===== src/ismc_pkg.sv =====
// Shared types and constants for the Ising Metropolis spin update core.
// No dependencies; used by the controller, datapath, top level and checker.
package ismc_pkg;

   // Lattice side length default
   localparam int SIDE_DEF = 64;

   // Field widths
   localparam int COORD_W   = 6;
   localparam int IN_SPAN   = 1 << COORD_W;
   localparam int DRAW_W    = 16;
   localparam int DRAW_BITS = 16;
   localparam int PROB_W    = 17;
   localparam int DE_W      = 5;
   localparam int MAG_W     = 14;
   localparam int CSR_IDX_W = 8;

   // Effective bits of the random draw
   localparam logic [DRAW_W-1:0] DRAW_MASK = (DRAW_BITS >= DRAW_W) ? {DRAW_W{1'b1}} :
                                             DRAW_W'((1 << DRAW_BITS) - 1);

   // Request tdata layout
   localparam int REQ_TDATA_W = 32;
   localparam int ROW_LSB     = 0;
   localparam int COL_LSB     = ROW_LSB + COORD_W;
   localparam int SPIN_LSB    = COL_LSB + COORD_W;
   localparam int DRAW_LSB    = SPIN_LSB + 1;

   // Response tdata layout
   localparam int RSP_TDATA_W = 24;
   localparam int FLIP_LSB    = 0;
   localparam int DE_LSB      = FLIP_LSB + 1;
   localparam int MAG_LSB     = DE_LSB + DE_W;
   localparam int RSP_USED_W  = MAG_LSB + MAG_W;

   // Item kinds
   localparam logic KIND_LOAD  = 1'b0;
   localparam logic KIND_TRIAL = 1'b1;

   // Register indexes
   localparam logic [CSR_IDX_W-1:0] CSR_ACCEPT_UP4 = CSR_IDX_W'(0);
   localparam logic [CSR_IDX_W-1:0] CSR_ACCEPT_UP8 = CSR_IDX_W'(1);

   // Energy change codes seen on the result
   localparam logic [DE_W-1:0] DE_NEG8 = 5'b11000;
   localparam logic [DE_W-1:0] DE_NEG4 = 5'b11100;
   localparam logic [DE_W-1:0] DE_ZERO = 5'b00000;
   localparam logic [DE_W-1:0] DE_POS4 = 5'b00100;
   localparam logic [DE_W-1:0] DE_POS8 = 5'b01000;

   // Sequencer states
   typedef enum logic [2:0] {
      ST_CLEAR,
      ST_IDLE,
      ST_READ_NEAR,
      ST_READ_FAR,
      ST_EVAL,
      ST_COMMIT
   } ismc_state_type;

   // Controller to datapath commands
   typedef struct packed {
      logic clr_wr;     // write one all-up row during the clearing pass
      logic take;       // capture the accepted request
      logic rd_near;    // read rows r and r+1 (else row r-1)
      logic hold_near;  // latch rows r and r+1
      logic eval;       // compute energy change and flip decision
      logic commit;     // write row, update sum, load result
   } ismc_cmd_type;

   // Datapath to controller status
   typedef struct packed {
      logic clr_last;   // clearing pass is on its last row
      logic slot_free;  // result register can take a new transaction
   } ismc_sts_type;

endpackage


===== src/ismc_ctrl.sv =====
// Sequencer for the Ising Metropolis spin update core.
// Depends on ismc_pkg for the state, command and status types.
module ismc_ctrl import ismc_pkg::*; (
   input  logic         clock,
   input  logic         reset,
   input  logic         req_tvalid,
   output logic         req_tready,
   input  ismc_sts_type sts,
   output ismc_cmd_type cmd
);

   ismc_state_type state_ff, state_in;

   // State register
   always_ff @(posedge clock) begin
      if (reset) begin
         state_ff <= ST_CLEAR;
      end else begin
         state_ff <= state_in;
      end
   end

   // Next state
   always_comb begin
      state_in = state_ff;
      unique case (state_ff)
         ST_CLEAR: begin
            if (sts.clr_last) state_in = ST_IDLE;
         end
         ST_IDLE: begin
            if (req_tvalid) state_in = ST_READ_NEAR;
         end
         ST_READ_NEAR: state_in = ST_READ_FAR;
         ST_READ_FAR:  state_in = ST_EVAL;
         ST_EVAL:      state_in = ST_COMMIT;
         ST_COMMIT: begin
            if (sts.slot_free) state_in = ST_IDLE;
         end
         default: state_in = ST_CLEAR;
      endcase
   end

   // Outputs
   always_comb begin
      cmd        = '0;
      req_tready = 1'b0;
      unique case (state_ff)
         ST_CLEAR: cmd.clr_wr = 1'b1;
         ST_IDLE: begin
            req_tready = 1'b1;
            cmd.take   = req_tvalid;
         end
         ST_READ_NEAR: cmd.rd_near   = 1'b1;
         ST_READ_FAR:  cmd.hold_near = 1'b1;
         ST_EVAL:      cmd.eval      = 1'b1;
         ST_COMMIT:    cmd.commit    = sts.slot_free;
         default: ;
      endcase
   end

endmodule


===== config.mk =====
export PLATFORM = sky130hd
export DESIGN_NAME = ismc_ctrl
export DESIGN_NICKNAME = d
export VERILOG_FILES = /design/src/ismc_pkg.sv /design/src/ismc_ctrl.sv
export SDC_FILE = /design/constraint.sdc
export NUM_CORES = 1
export LEC_CHECK = 0
export ABC_AREA = 1
export BUFFER_PORTS_ARGS = -buffer_cell sky130_fd_sc_hd__buf_4
export CAP_MARGIN = 20
export CORE_AREA = 3 3 40 42
export DETAILED_ROUTE_END_ITERATION = 10
export DIE_AREA = 0 0 43 45
export PLACE_DENSITY_LB_ADDON = 0.15
export SETUP_SLACK_MARGIN = 0.2
export SLEW_MARGIN = 5
export SYNTH_ARGS = -nofsm -noshare
export SYNTH_HDL_FRONTEND = slang
export SYNTH_SLANG_ARGS = --single-unit

===== constraint.sdc =====
create_clock -name clock -period 1.2 [get_ports clock]
set_clock_uncertainty 0.15 [all_clocks]
set_input_delay 0.12 -clock clock [delete_from_list [all_inputs] [get_ports clock]]
set_output_delay 0.12 -clock clock [all_outputs]
set_load 0.02 [all_outputs]

==> flow_metrics.env <==
export IMPL_rows=13
export IMPL_crit_fanout=4
export IMPL_cts_tree="built"
export IMPL_endpoint_kind="output port"
export IMPL_netSwitchingFraction_pct=37.1
export IMPL_firstDrtPassIters=1
export IMPL_p_leak_uw=0.000206
export IMPL_slew_violations=0
export IMPL_path_buf_inv=2
export IMPL_yosys_area_top_type_share_pct=31.0
export IMPL_fin_area_um2=482
export IMPL_syn_area_per_cell_um2=6.06
export IMPL_largest_register_ff_count=3
export IMPL_grt_pass1_wl_um=1100
export IMPL_die_w_um=43
export IMPL_start_kind="flop"
export IMPL_netlist_area_um2=194
export IMPL_netlist_instances=32
export IMPL_wl_per_cell_um=10.2
export IMPL_worstMarginPinSlew_ps=176
export IMPL_relSlewSlack_pct=88.2
export IMPL_die_area_mm2=0.00194
export IMPL_postLayoutCoreUtil_pct=37.5
export IMPL_reg_top3="state_ff: 3 flops"
export IMPL_critPathMaxStageDelay_ps=390
export IMPL_antenna_found_initial=0
export IMPL_num_nets_final=57
export IMPL_critPathSlowestCell="dfxtp_4"
export IMPL_dpl_instance_area_um2=367
export IMPL_p_clk_share_pct=32.1
export IMPL_routed_wl_um=674
export IMPL_synth_area_leaders="dfxtp_1 (31%), nor2_1 (15%), inv_1 (7.7%)"
export IMPL_htree_levels=1
export IMPL_syn_nets=37
export IMPL_fillers=141
export IMPL_track_usage_pct=7.67
export IMPL_fmax_mhz=762
export IMPL_p_total_uw=549
export IMPL_avgViaCountPerCell=4.09
export IMPL_p_seq_share_pct=25.0
export IMPL_clock_path_buffers=2
export IMPL_grt_max_degree=8
export IMPL_power_switching_uw=204
export IMPL_arrival_ps=1040
export IMPL_setup_viol=9
export IMPL_cts_root_buf="clkbuf_4"
export IMPL_worstSetupPathType="flop to output port"
export IMPL_boundaryPins=12
export IMPL_path_clk_slew_ps=40
export IMPL_hold_viol_final=0
export IMPL_dp_slack_ps=21.4
export IMPL_clkLatencyLatePin_ps=230
export IMPL_layout_min_cycle_time_ps=1310
export IMPL_synth_top_cell_by_area="dfxtp_1"
export IMPL_cts_sinks=3
export IMPL_area_growth_pct=148
export IMPL_diodes=0
export IMPL_yosysSeqAreaShare_pct=31.0
export IMPL_hp_class="input pin to flop"
export IMPL_yosys_warnings=0
export IMPL_combPwrFrac_pct=42.9
export IMPL_violations="negative setup slack"
export IMPL_maxCapViolCount=0
export IMPL_top_register="state_ff"
export IMPL_grt_pass1_vias=281
export IMPL_synth_distinct_cells=13
export IMPL_first_iter_violations=0
export IMPL_cp_cell_sequence="inv_6 -> nor2_4 -> nand2_2 -> nor2_2 -> buf_6"
export IMPL_fp_dieH_um=45
export IMPL_p_int_uw=346
export IMPL_gp_congestion=0.654
export IMPL_drtAntennaViolNets=0
export IMPL_core_mm2=0.00128
export IMPL_rsz0062_at_grt="true"
export IMPL_dpl_cell_count=58
export IMPL_gr_total_overflow=0
export IMPL_port_buffers=11
export IMPL_ir_worst_vdd_uv=557
export IMPL_layout_setup_ws_ps=-112
export IMPL_numCtsBuffers=3
export IMPL_critPathTopFamily="flip-flops"
export IMPL_ys_ff_latch=3
export IMPL_drcViolationCount=0
export IMPL_power_density_mw_per_mm2=1140
export IMPL_layout_drive_gt1_share_pct=74.5
export IMPL_status="finished, violations left"
export IMPL_cp_data_required_time_ps=930
export IMPL_fin_cells=66
export IMPL_dpl_hpwl_um=521
export IMPL_vias=270
export IMPL_initial_core_util_pct=15.1
export IMPL_final_period_utilization_pct=109
routing by layer:
layer / vias to the layer above / global-route usage (%) / part of all wire [%]
met1: 124 / 7.26 / 38
met3: 0 / 1.20 / 3.9
met5: - / 0 / 0
li1: 140 / - / -
met4: 0 / 7.23 / 0
met2: 6 / 14.1 / 58
path summary, 6_finish.rpt:
path / slack, ps / cells past startpoint / end / from
max: -110 / 5 / cmd[4] / state_ff[0]$_SDFFE_PP0P_
min: 120 / 4 / state_ff[2]$_SDFFE_PP0P_ / sts[0]
max reg2reg: -70 / 7 / state_ff[0]$_SDFFE_PP0P_ / state_ff[2]$_SDFFE_PP0P_
min reg2reg: 450 / 2 / state_ff[2]$_SDFFE_PP0P_ / state_ff[0]$_SDFFE_PP0P_
repair_timing:
action,CTS,global route
setup buffers,2,1
endpoints found under the hold margin,3,0
setup endpoints to repair,10,10
hold buffers,1,0
pin swaps,3,3
cloned,0,0
resized for setup,8,9
power by group through the flow:
stage          Clock, µW  Combinational (µW)  Sequential (µW)
3_5_place_dp           0                 177              133
4_1_cts              187                 210              132
6_report             176                 236              137
2_1_floorplan          0                 120              130
3_3_place_gp           0                 174              133
5_1_grt              187                 256              139
cell type report:
| type | count | area [µm²] | area share (%) |
|---|---|---|---|
| clock buffers | 4 | 26.3 | 5.45 |
| inverters | 8 | 42.5 | 8.83 |
| multi-input cells | 21 | 181 | 37.7 |
| flip-flops and latches | 3 | 71.3 | 14.8 |
| well taps | 15 | 18.8 | 3.90 |
| repair buffers | 15 | 141 | 29.4 |
cell families after synthesis:
logic type / share of synthesized area, %
buffers and inverters: 15.5
AND/OR/NAND/NOR: 48.4
AO/OA/AOI/OAI: 5.16
flip-flops: 31.0
synth_stat cells:
cell type / count
inv_1: 4
a21oi_1: 2
nor2_2: 1
dfxtp_1: 3
nor3_1: 2
nand3b_1: 1
nor3_2: 1
nor4_1: 1
inv_2: 4
nand3_1: 2
nor2_1: 8
nand4_1: 1
nand2_1: 2
through the flow:
| step | TNS [ps] | hold WS (ps) |
|---|---|---|
| 3_5_place_dp | 0 | 150 |
| 2_1_floorplan | 0 | 29.4 |
| 5_1_grt | -1080 | 158 |
| 6_report | -665 | 121 |
| 4_1_cts | -693 | 117 |
| 3_3_place_gp | 0 | 147 |
placed cells by master, fill, tap and decap left out, types with 2 or more instances in the layout:
cell and n:
dfxtp_4 3, buf_6 7, clkbuf_4 3, nand3_2 2, nor2_1 3, inv_6 2, a21oi_1 2, buf_4 7
nor2_4 3, nor3_4 2, inv_1 3, inv_2 2, nor2_2 3
worst min-delay path, cell delays in order:
cell and delay, ps:
buf_4 80, inv_1 60, nand4_1 130, a21oi_1 70
No activity file was read; power rests on OpenSTA's default activity.
